## src/rtl/hmt_pkg.sv

```systemverilog
// Shared types and codes for the histogram median tracker.
`default_nettype none
package hmt_pkg;
  typedef enum logic [1:0] {
    OP_INSERT = 2'd0,
    OP_MEDIAN = 2'd1,
    OP_CLEAR  = 2'd2,
    OP_NOP    = 2'd3
  } op_t;

  typedef enum logic [1:0] {
    ST_DONE  = 2'd0,
    ST_OUTW  = 2'd1,
    ST_EMPTY = 2'd2,
    ST_FULL  = 2'd3
  } status_t;

  localparam logic CFG_LOWEST = 1'b0;
  localparam logic CFG_BINCNT = 1'b1;

  // Classified command passed from the front end to the back end.
  typedef struct packed {
    op_t         op;
    logic [15:0] value;
    logic        in_window;
    logic [16:0] offset;
  } cmd_t;
endpackage
`default_nettype wire

```

## src/rtl/hmt_front.sv

```systemverilog
// Front end: accepts input transfers, classifies them and queues them.
`default_nettype none
module hmt_front import hmt_pkg::*; (
  input  wire logic        clk,
  input  wire logic        rst_n,
  input  wire logic        in_tvalid,
  output logic             in_tready,
  input  wire logic [1:0]  in_tuser,
  input  wire logic [15:0] in_tdata,
  input  wire logic [15:0] lowest_r,
  input  wire logic [16:0] used_bins,
  output logic             q_valid,
  input  wire logic        q_pop,
  output cmd_t             q_cmd
);
  // Two-entry queue
  cmd_t       mem_r [2];
  logic       wp_r, rp_r;
  logic [1:0] cnt_r;
  logic [17:0] off;
  cmd_t       cmd;
  logic       push;

  assign in_tready = (cnt_r != 2'd2);
  assign push      = in_tvalid && in_tready;
  assign off       = 18'($signed({{2{in_tdata[15]}}, in_tdata}) -
                         $signed({{2{lowest_r[15]}}, lowest_r}));

  // Window test on the signed offset
  always_comb begin
    cmd.op        = op_t'(in_tuser);
    cmd.value     = in_tdata;
    cmd.offset    = off[16:0];
    cmd.in_window = !off[17] && (off[16:0] < used_bins);
  end

  assign q_valid = (cnt_r != 2'd0);
  assign q_cmd   = mem_r[rp_r];

  always_ff @(posedge clk) begin
    if (push) mem_r[wp_r] <= cmd;
    if (!rst_n) begin
      wp_r  <= 1'b0;
      rp_r  <= 1'b0;
      cnt_r <= 2'd0;
    end else begin
      if (push) wp_r <= ~wp_r;
      if (q_pop) rp_r <= ~rp_r;
      cnt_r <= cnt_r + 2'(push) - 2'(q_pop);
    end
  end

`ifndef SYNTHESIS
  a_no_overflow: assert property (@(posedge clk) disable iff (!rst_n)
    cnt_r == 2'd2 |-> !in_tready) else $error("queue overflow");
  a_pop_valid: assert property (@(posedge clk) disable iff (!rst_n)
    q_pop |-> cnt_r != 2'd0) else $error("pop from empty queue");
  a_cnt_range: assert property (@(posedge clk) disable iff (!rst_n)
    cnt_r != 2'd3) else $error("queue count out of range");
`endif
endmodule
`default_nettype wire

```

## config.mk

```make
export PLATFORM = sky130hd
export DESIGN_NAME = hmt_front
export DESIGN_NICKNAME = d
export VERILOG_FILES = /design/src/rtl/hmt_pkg.sv /design/src/rtl/hmt_front.sv
export SDC_FILE = /design/constraint.sdc
export NUM_CORES = 1
export LEC_CHECK = 0
export BUFFER_PORTS_ARGS = -buffer_cell sky130_fd_sc_hd__buf_2
export CAP_MARGIN = 5
export CORE_MARGIN = 10
export CORE_UTILIZATION = 58
export DETAILED_ROUTE_END_ITERATION = 16
export GPL_TIMING_DRIVEN = 0
export PLACE_DENSITY_LB_ADDON = 0.12
export SETUP_SLACK_MARGIN = 0.1
export SLEW_MARGIN = 20
export SYNTH_ARGS = -nofsm -noshare
export SYNTH_HDL_FRONTEND = slang
export SYNTH_SLANG_ARGS = --single-unit
```

## constraint.sdc

```tcl
create_clock -name clk -period 6.7 [get_ports clk]
set_input_delay 1.675 -clock clk [delete_from_list [all_inputs] [get_ports clk]]
set_output_delay 1.675 -clock clk [all_outputs]
set_load 0.05 [all_outputs]
```

# After elaboration in Yosys (flattened, before gate mapping)
# Memory sizes are Yosys's and may differ from the RTL's. A register that Yosys moved wholly into a read port is not among the register bits.
# Cells that the tools add are included.
# word_totals
input_bits	55
ram_bits	72
regBits	4
elab_cells	19
memories	1
out_inout_bits	38
# classes
n_reduce_logical	4
muxes	4
bitwise_logic	2
order_cmp	1
eq_ne	1
n_addsub	3
# memory_table
name	words	word_bits	read_ports	rd_clocked_by_memory_dff	wr	line	rtl
mem_r	2	36	1	1	1	hmt_front.sv:17	cmd_t mem_r [2];
# op_table
cell	count
$lt 17x17->1	1
$sub 16x16->17	1
$mux 1	4
$add 2x1->2	1
$logic_and 1x1->1	2
$ne 2x2->1 const B	1
$not 1->1	2
$reduce_bool 2->1	1
$sub 2x1->2	1
$logic_not 1->1	1

# Depth between registers and ports, before layout
# Gate-level depths: netlist of run 1.
# depth
ltp_word	4
ltp_mapped	16
ltp_nobuf	16

# Least setup slack after synthesis of run 1
# Ideal clock, no wire load.
# synth_path
path_type	input port to flip-flop
from	input in_tdata[0]
to	memory mem_r[0][17] (netlist bit), data pin
path_buffers	0
setup_time_ns	0.172
stages	14
slack_ns	2.269
required_ns	6.528
arrival_ns	4.259
cell_sequence	inv_1 -> ha_1 -> fa_1 -> nor2b_1 -> o31ai_2 -> nand2_1 -> a21oi_1 -> o21ai_0 -> xor2_1 -> ha_1 -> and4_1 -> a2111oi_0 -> a311oi_1 -> nor3_1
# synth_lines
element	line	rtl
start: declaration	hmt_front.sv:9	input wire logic [15:0] in_tdata,
end: declaration	hmt_front.sv:17	

==> flow_metrics.env, run 1 <==
export IMPL_relSlewSlack_pct=57.4
export IMPL_crit_top_cell="ha_1"
export IMPL_grt_max_degree=28
export IMPL_cp_endpoint="mem_r[0][17]$_DFFE_PP_"
export IMPL_drtIter0Drc=114
export IMPL_synth_area_leader_cell="edfxtp_1"
export IMPL_synth_seq_cells=77
export IMPL_cts_clk_slew_worst_paths_ns=0.08
export IMPL_syn_inst=311
export IMPL_ctsHoldBuffers=0
export IMPL_synth_net_count=401
export IMPL_status="finished clean"
export IMPL_io_buffers=92
export IMPL_cts_root_buffer="clkbuf_8"
export IMPL_preCtsSetupSlack_ns=1.75
export IMPL_yosys_area_top_type_share_pct=53.7
export IMPL_p_per_area_mw_per_mm2=308
export IMPL_peakVddDrop_mv=0.249
export IMPL_synth_cell_area_mm2=0.00402
export IMPL_vias=2747
export IMPL_critical_path_class="in2reg"
export IMPL_ioPinCount=93
export IMPL_leakage_nw=2.09
export IMPL_synth_edf_count=72
export IMPL_clkLatencyLatePin_ns=0.34
export IMPL_yosys_warnings=0
export IMPL_syn_avg_cell_area_um2=12.9
export IMPL_synth_top_flop_cell="edfxtp_1"
export IMPL_period_share_pct=69.1
export IMPL_htreeDepth=3
export IMPL_n_fill_cell=500
export IMPL_ys_seq_area_share_pct=56.2
export IMPL_drc=0
export IMPL_synth_area_leaders="edfxtp_1, ha_1, mux2_2, inv_1, dfxtp_1"
export IMPL_coreArea_mm2=0.00676
export IMPL_dp_hpwl_mm=6.48
export IMPL_reg2reg_slack_ns=5.05
export IMPL_grt_overflow=0
export IMPL_post_cts_buffers=0
export IMPL_rsz0062_at_grt="false"
export IMPL_die_height_um=103
export IMPL_ant_nets=0
export IMPL_slew_violations=0
export IMPL_path_max_fanout=3
export IMPL_post_drt_wl_per_cell_um=16.8
export IMPL_synthArstFlopShare_pct=0
export IMPL_hold_class="reg2reg"
export IMPL_track_usage_pct=16.2
export IMPL_cts_tree="built"
export IMPL_r2r_end="cnt_r[1]$_SDFF_PN0_"
export IMPL_row_count=30
export IMPL_tns_ns=0
export IMPL_syn2layout_area_growth_pct=20.1
export IMPL_clock_skew_ns=0.00934
export IMPL_tightestPinTransition_ns=0.640
export IMPL_cts_sinks=77
export IMPL_die_w_um=103
export IMPL_setup_ws_ns=2.07
export IMPL_cp_data_arrival_time_ns=4.78
export IMPL_start_util_pct=59.5
export IMPL_grt_pass1_vias=2800
export IMPL_setup_viol=0
export IMPL_vias_per_cell=5.48
export IMPL_timing_final_crit_period_ns=4.63
export IMPL_worstPathCellList="buf_2, inv_1, ha_1, fa_1, nor2b_1, o31ai_2, nand2_1, a21oi_1, o21ai_0, xor2_1, ha_1, and4_1, a2111oi_0, a311oi_1, nor3_1"
export IMPL_grt_pass1_wl_mm=13.2
export IMPL_max_freq_mhz=216
export IMPL_synth_distinct_cells=41
export IMPL_maxCapViolCount=0
export IMPL_slowest_stage="fa_1"
export IMPL_crit_start="in_tdata[0]"
export IMPL_drt_wl_total_mm=8.43
export IMPL_worst_ep_required_time_ns=6.85
export IMPL_antenna_cells=0
export IMPL_finalCoreUtilization_pct=71.5
export IMPL_antenna_found_initial=0
export IMPL_cts_made_buffers=9
export IMPL_nets=506
export IMPL_ff2ff_path_depth=8
export IMPL_start_kind="input port"
export IMPL_max_stage_delay_ns=0.41
export IMPL_gp_congestion=0.797
export IMPL_rr_startpoint="cnt_r[0]$_SDFF_PN0_"
export IMPL_yosysMostFrequentCell="edfxtp_1"
export IMPL_firstDrtPassIters=4
export IMPL_drive_gt1_share_pct=36.3
export IMPL_hold_violations=0
export IMPL_fp_dieArea_mm2=0.0107
export IMPL_clk_path_buf_depth=2
export IMPL_cts_resized=0
export IMPL_end_kind="flop"
export IMPL_synthTopCellsByCount="edfxtp_1, inv_1, mux2_2"
-- routing by layer --
metal  global-route usage [%]  vias up  share of wire [%]  wire [um]
met1                     19.9     1289                 41       3490
met3                     4.78       12                8.8        743
met2                     26.9       93                 49       4090
li1                         -     1353                  -          -
met4                     5.24        0                1.2        102
met5                        0        -                  0          0
-- where the power goes --
group | total, mW | internal, mW | switching [mW]
registers | 0.635 | 0.618 | 0.0168
clock network | 0.334 | 0.169 | 0.165
logic | 0.519 | 0.165 | 0.354
total | 1.49 | 0.953 | 0.535
-- critical path: cells and delay by family --
| kind | cells | cell delay, ns |
|---|---|---|
| compound gates | 5 | 0.97 |
| fa+ha+maj | 3 | 0.93 |
| simple gates | 4 | 0.77 |
| xor+xnor | 1 | 0.30 |
| buf+inv | 2 | 0.13 |
-- state kept, by name, summed over array words and instances, names as in the netlist, named ones only --
| register | count |
|---|---|
| cnt_r | 2 |
| mem_r | 72 |
| rp_r | 1 |
| wp_r | 1 |
-- logic make-up after synthesis --
logic type / count (synthesis) / share of synthesized area [%]
buffers and inverters: 44 / 4.11
xor gates and xnor gates: 13 / 2.83
DFF: 77 / 56.2
and+or+nand+nor: 49 / 6.56
muxes: 36 / 10.1
AOI/OAI and AO/OA: 57 / 9.11
adders and majority gates: 35 / 11.1
-- cell type report --
class | count | area (um2) | area share [%]
sequential | 77 | 2260 | 46.8
tap | 80 | 100 | 2.07
multi-input combinational | 190 | 1600 | 33.2
clock inverter | 7 | 66.3 | 1.37
buffer | 4 | 15.0 | 0.311
timing repair buffer | 94 | 508 | 10.5
inverter | 40 | 150 | 3.11
clock buffer | 9 | 124 | 2.56
-- worst min-delay path by stage --
stage	start	endpoint	slack, ns	cells past startpoint
6_report	rp_r$_SDFFE_PN0P_	flop	0.58	2
5_1_grt	rp_r$_SDFFE_PN0P_	flop	0.61	2
2_1_floorplan	wp_r$_SDFFE_PN0P_	wp_r$_SDFFE_PN0P_	0.54	2
3_3_place_gp	wp_r$_SDFFE_PN0P_	wp_r$_SDFFE_PN0P_	0.56	2
3_5_place_dp	rp_r$_SDFFE_PN0P_	flop	0.58	2
4_1_cts	rp_r$_SDFFE_PN0P_	flop	0.59	2
-- placed cells by master, fill, tap and decap left out, types with 5 or more instances in the layout --
| cell type | synthesis | routed |
|---|---|---|
| buf_2 | 0 | 92 |
| a21oi_1 | 18 | 18 |
| edfxtp_1 | 72 | 72 |
| nor2_1 | 10 | 9 |
| nor2b_1 | 5 | 5 |
| o21a_1 | 5 | 5 |
| o21ai_1 | 5 | 5 |
| and2_1 | 5 | 5 |
| xnor2_1 | 8 | 8 |
| clkbuf_8 | 0 | 9 |
| nand2_1 | 11 | 11 |
| ha_1 | 34 | 34 |
| o21ai_0 | 10 | 10 |
| mux2_2 | 36 | 36 |
| dfxtp_1 | 5 | 5 |
| xor2_1 | 5 | 5 |
| inv_1 | 40 | 40 |
-- stage by stage --
stage	power, mW	hold slack [ns]	instances	cell area, um2
after floorplan	1.03	0.542	311	4020
after global placement	1.14	0.557	483	4580
after detailed placement	1.17	0.576	485	4640
after CTS	1.50	0.589	501	4830
after global routing	1.57	0.606	501	4830
final	1.49	0.584	501	4830
No activity file was read; power rests on OpenSTA's default activity.
==> run 2: changes to the inputs <==
--- a/config.mk
+++ b/config.mk
@@ -8,7 +8,7 @@
 export BUFFER_PORTS_ARGS = -buffer_cell sky130_fd_sc_hd__buf_2
 export CAP_MARGIN = 5
 export CORE_MARGIN = 10
-export CORE_UTILIZATION = 58
+export CORE_UTILIZATION = 54
 export DETAILED_ROUTE_END_ITERATION = 16
 export GPL_TIMING_DRIVEN = 0
 export PLACE_DENSITY_LB_ADDON = 0.12
==> constraint.sdc (replaced) <==
create_clock -name clk -period 4.79 [get_ports clk]
set_input_delay 1.1975 -clock clk [delete_from_list [all_inputs] [get_ports clk]]
set_output_delay 1.1975 -clock clk [all_outputs]
set_load 0.05 [all_outputs]
==> run 2 against run 1 <==
Flip-flop and latch count unchanged. Global-route usage is 0.58 points lower. Die area increased by 6.0%. Core utilization fell by 4.4 points.
==> flow_metrics.env, run 2 (same netlist as run 1, synthesis figures left out) <==
export IMPL_clk_path_buf_depth=2
export IMPL_critical_path_class="in2reg"
export IMPL_rsz0062_at_grt="false"
export IMPL_finalCoreUtilization_pct=67.1
export IMPL_gp_congestion=0.796
export IMPL_status="finished clean"
export IMPL_vias_per_cell=5.13
export IMPL_post_cts_buffers=0
export IMPL_tightestPinTransition_ns=0.578
export IMPL_cp_data_arrival_time_ns=4.39
export IMPL_start_util_pct=55.5
export IMPL_track_usage_pct=15.7
export IMPL_period_share_pct=89.1
export IMPL_n_fill_cell=610
export IMPL_p_per_area_mw_per_mm2=422
export IMPL_peakVddDrop_mv=0.324
export IMPL_hold_class="reg2reg"
export IMPL_post_drt_wl_per_cell_um=16.6
export IMPL_clock_skew_ns=0.0110
export IMPL_nets=507
export IMPL_min_from="rp_r$_SDFFE_PN0P_"
export IMPL_dp_hpwl_mm=6.79
export IMPL_final_cell_count_no_fill=521
export IMPL_top_register="mem_r"
export IMPL_grt_pass1_vias=2928
export IMPL_antenna_found_initial=0
export IMPL_layout_common_cells="buf_2, edfxtp_1, inv_1, mux2_2, ha_1"
export IMPL_cts_clk_slew_worst_paths_ns=0.09
export IMPL_syn2layout_area_growth_pct=20.9
export IMPL_worst_ep_required_time_ns=4.92
export IMPL_start_kind="input port"
export IMPL_drive_gt1_share_pct=36.5
export IMPL_cts_tree="built"
export IMPL_htreeDepth=3
export IMPL_ioPinCount=93
export IMPL_clkLatencyLatePin_ns=0.34
export IMPL_timing_final_crit_period_ns=4.27
export IMPL_die_height_um=106
export IMPL_cts_root_buffer="clkbuf_8"
export IMPL_final_common_cell="buf_2"
export IMPL_coreArea_mm2=0.00725
export IMPL_cts_made_buffers=9
export IMPL_top_regs="mem_r: 72 flops, cnt_r: 2 flops"
export IMPL_maxCapViolCount=0
export IMPL_holdWs_ns=0.588
export IMPL_leakage_nw=2.09
export IMPL_io_buffers=92
export IMPL_firstDrtPassIters=4
export IMPL_grt_pass1_wl_mm=14.0
export IMPL_end_kind="flop"
export IMPL_grt_max_degree=24
export IMPL_tns_ns=0
export IMPL_dp_cells=505
export IMPL_fp_dieArea_mm2=0.0113
export IMPL_die_w_um=106
export IMPL_vias=2673
export IMPL_max_freq_mhz=234
export IMPL_slew_violations=0
export IMPL_ctsHoldBuffers=0
export IMPL_drtIter0Drc=124
export IMPL_cts_resized=0
export IMPL_rr_startpoint="cnt_r[0]$_SDFF_PN0_"
export IMPL_drc=0
export IMPL_crit_start="in_tdata[0]"
export IMPL_path_max_fanout=3
export IMPL_largest_reg_flops=72
export IMPL_relSlewSlack_pct=61.4
export IMPL_antenna_cells=0
export IMPL_hold_violations=0
export IMPL_setup_viol=0
export IMPL_row_count=31
export IMPL_cts_sinks=77
export IMPL_grt_overflow=0
export IMPL_drt_wl_total_mm=8.63
export IMPL_ant_nets=0
export IMPL_power_mw=2.05
-- run 2: through the flow --
step           area (um2)  setup slack [ns]
2_1_floorplan        4020             0.836
3_3_place_gp         4610             0.267
3_5_place_dp         4690             0.145
4_1_cts              4860             0.507
5_1_grt              4860             0.280
6_report             4860             0.522
-- run 2: worst paths after layout --
path	cells after the start	slack [ns]	to
worst min-delay path	2	0.59	flop
worst max-delay path	15	0.52	mem_r[0][17]$_DFFE_PP_
worst max register to register	8	3.13	cnt_r[1]$_SDFF_PN0_
worst min register to register	2	0.59	flop
-- run 2: area by class of cell --
type / instances / area (um2) / area share (%)
sequential: 77 / 2260 / 46.5
inverter: 40 / 150 / 3.09
tap: 99 / 124 / 2.55
multi-input combinational: 190 / 1600 / 33.0
buffer: 4 / 15.0 / 0.309
timing repair buffer: 95 / 536 / 11.0
clock buffer: 9 / 124 / 2.55
clock inverter: 7 / 50.0 / 1.03
-- run 2: power by group --
part	total, mW	switching (mW)	internal, mW
Sequential	0.889	0.0247	0.865
Clock	0.429	0.240	0.189
Combinational	0.736	0.495	0.241
Total	2.05	0.760	1.29
-- run 2: per-layer routing --
metal | wire length, um | share of wire (%) | GRT usage, % | vias up
li1 | - | - | - | 1350
met4 | 110 | 1.3 | 5.61 | 0
met1 | 3730 | 43 | 19.0 | 1242
met3 | 577 | 6.7 | 4.41 | 9
met5 | 0 | 0 | 0 | -
met2 | 4210 | 49 | 26.1 | 72
-- run 2: worst max-delay path: stages --
cell       delay [ns]
buf_2            0.11
inv_1            0.05
ha_1             0.22
fa_1             0.40
nor2b_1          0.19
o31ai_2          0.10
nand2_1          0.08
a21oi_1          0.09
o21ai_0          0.21
xor2_1           0.30
ha_1             0.30
and4_1           0.23
a2111oi_0        0.39
a311oi_1         0.16
nor3_1           0.36
==> run 3: changes to the inputs <==
--- a/config.mk
+++ b/config.mk
@@ -7,13 +7,15 @@
 export LEC_CHECK = 0
 export BUFFER_PORTS_ARGS = -buffer_cell sky130_fd_sc_hd__buf_2
 export CAP_MARGIN = 5
+export CELL_PAD_IN_SITES_DETAIL_PLACEMENT = 1
+export CELL_PAD_IN_SITES_GLOBAL_PLACEMENT = 1
 export CORE_MARGIN = 10
-export CORE_UTILIZATION = 54
+export CORE_UTILIZATION = 43
 export DETAILED_ROUTE_END_ITERATION = 16
 export GPL_TIMING_DRIVEN = 0
-export PLACE_DENSITY_LB_ADDON = 0.12
+export PLACE_DENSITY_LB_ADDON = 0.05
 export SETUP_SLACK_MARGIN = 0.1
-export SLEW_MARGIN = 20
+export SLEW_MARGIN = 25
 export SYNTH_ARGS = -nofsm -noshare
 export SYNTH_HDL_FRONTEND = slang
 export SYNTH_SLANG_ARGS = --single-unit
==> run 3 against run 2 <==
Sequential power barely moved. Sequential share of layout area down 0.18 points. Routed wire length increased by 6.3%. Total power is 3.5% higher. Hold slack is essentially flat. Non-clock buffer count fell by 1. Final cell count is 2.1% higher. Highest routed layer unchanged. Setup slack better by 0.0055 ns. Count of clock-buffer cells in the layout is 1 higher. Flip-flop and latch count stayed put.
==> flow_metrics.env, run 3 (same netlist as run 1, synthesis figures left out) <==
export IMPL_fp_dieArea_mm2=0.0136
export IMPL_postPlaceCellArea_mm2=0.00468
export IMPL_grt_overflow=0
export IMPL_crit_start="in_tdata[0]"
export IMPL_start_kind="input port"
export IMPL_cts_root_buffer="clkbuf_8"
export IMPL_vias=2760
export IMPL_grt_pass1_vias=3000
export IMPL_layout_common_cells="buf_2, edfxtp_1, inv_1, mux2_2, ha_1"
export IMPL_track_usage_pct=14.0
export IMPL_drtIter0Drc=81
export IMPL_timing_final_crit_period_ns=4.26
export IMPL_io_buffers=92
export IMPL_period_share_pct=89.0
export IMPL_final_common_cell="buf_2"
export IMPL_die_w_um=117
export IMPL_leakage_nw=2.10
export IMPL_coreArea_mm2=0.00920
export IMPL_post_cts_buffers=0
export IMPL_htreeDepth=3
export IMPL_start_util_pct=43.7
export IMPL_largest_reg_flops=72
export IMPL_setup_viol=0
export IMPL_final_cell_count_no_fill=532
export IMPL_dp_hpwl_mm=7.38
export IMPL_post_drt_wl_per_cell_um=17.2
export IMPL_preCtsSetupSlack_ns=0.170
export IMPL_antenna_found_initial=0
export IMPL_peakVddDrop_mv=0.194
export IMPL_ioPinCount=93
export IMPL_die_height_um=117
export IMPL_firstDrtPassIters=5
export IMPL_cts_resized=0
export IMPL_clock_skew_ns=0.0105
export IMPL_n_fill_cell=1000
export IMPL_hold_violations=0
export IMPL_hold_class="reg2reg"
export IMPL_cts_sinks=77
export IMPL_row_count=35
export IMPL_cts_clk_slew_worst_paths_ns=0.08
export IMPL_grt_max_degree=25
export IMPL_worst_ep_required_time_ns=4.94
export IMPL_setup_ws_ns=0.527
export IMPL_ctsHoldBuffers=0
export IMPL_status="finished clean"
export IMPL_slowest_stage="fa_1"
export IMPL_tightestPinTransition_ns=0.653
export IMPL_max_stage_delay_ns=0.42
export IMPL_gp_congestion=0.788
export IMPL_relSlewSlack_pct=56.5
export IMPL_top_regs="mem_r: 72 flops, cnt_r: 2 flops"
export IMPL_holdWs_ns=0.588
export IMPL_drc=0
export IMPL_p_per_area_mw_per_mm2=435
export IMPL_clkLatencyLatePin_ns=0.33
export IMPL_top_register="mem_r"
export IMPL_maxCapViolCount=0
export IMPL_cts_tree="built"
export IMPL_clk_path_buf_depth=2
export IMPL_path_max_fanout=3
export IMPL_tns_ns=0
export IMPL_rsz0062_at_grt="false"
export IMPL_cts_made_buffers=9
export IMPL_vias_per_cell=5.19
export IMPL_seqCellArea_mm2=0.00226
export IMPL_end_kind="flop"
export IMPL_syn2layout_area_growth_pct=21.4
export IMPL_slew_violations=0
export IMPL_multiInputGateArea_mm2=0.00160
export IMPL_antenna_cells=0
export IMPL_dp_cells=516
export IMPL_ant_nets=0
export IMPL_rr_startpoint="cnt_r[0]$_SDFF_PN0_"
export IMPL_design_area_mm2=0.00488
export IMPL_max_freq_mhz=235
export IMPL_drt_wl_total_mm=9.17
export IMPL_grt_pass1_wl_mm=14.7
export IMPL_worstPathCellList="buf_2, inv_1, ha_1, fa_1, nor2b_1, o31ai_2, nand2_1, a21oi_1, o21ai_0, xor2_1, ha_1, and4_1, a2111oi_0, a311oi_1, nor3_1"
export IMPL_drive_gt1_share_pct=35.9
export IMPL_crit_top_cell="ha_1"
export IMPL_cp_data_arrival_time_ns=4.41
export IMPL_critical_path_class="in2reg"
export IMPL_min_from="rp_r$_SDFFE_PN0P_"
export IMPL_nets=506
==> run 3: changes by cell type in the layout (fill, tap and decap cells not counted) <==
cell,delta
inv_6,-1
buf_16,-1
clkinvlp_4,-2
clkinv_2,+1
clkinv_4,-2
clkinv_1,+1
bufinv_16,+2
clkbuf_1,+1
==> run 3: through the flow <==
stage	total power, mW	util, %
after floorplan	1.44	-
after global placement	1.61	50.3
after detailed placement	1.65	50.9
after CTS	2.16	53.1
after global routing	2.24	53.1
final	2.13	53.1
==> run 3: critical path: cells and delay by family <==
family | cells | cell delay [ns]
fa+ha+maj | 3 | 0.95
compound gates | 5 | 1.02
buf+inv | 2 | 0.14
xor+xnor | 1 | 0.31
simple gates | 4 | 0.80
==> run 3: power by group <==
group / internal (mW) / switching, mW / total (mW)
logic: 0.230 / 0.498 / 0.727
registers: 0.865 / 0.0243 / 0.890
clock network: 0.289 / 0.221 / 0.510
total: 1.38 / 0.743 / 2.13
==> run 3: path summary, 6_finish.rpt <==
check,endpoint,slack (ns),depth (start not counted)
worst min register to register,rp_r$_SDFFE_PN0P_,0.59,2
worst max-delay path,mem_r[0][17]$_DFFE_PP_,0.53,15
worst max register to register,mem_r[0][9]$_DFFE_PP_,3.09,4
worst min-delay path,rp_r$_SDFFE_PN0P_,0.59,2
==> run 3: layout make-up <==
class	instances	area share, %
multi-input cells	190	32.8
clock buffers	10	2.61
well taps	111	2.84
repair buffers	94	10.4
clock inverters	6	1.59
plain buffers	4	0.307
flip-flops and latches	77	46.3
inverters	40	3.07
==> run 3: routing by layer <==
layer | vias to the layer above | share of wire (%) | routed length [um] | GRT usage [%]
met5 | - | 0 | 0 | 0
met4 | 0 | 1.2 | 112 | 4.94
met3 | 12 | 6.3 | 575 | 3.65
met2 | 66 | 49 | 4470 | 23.5
met1 | 1339 | 44 | 4010 | 17.0
li1 | 1343 | - | - | -
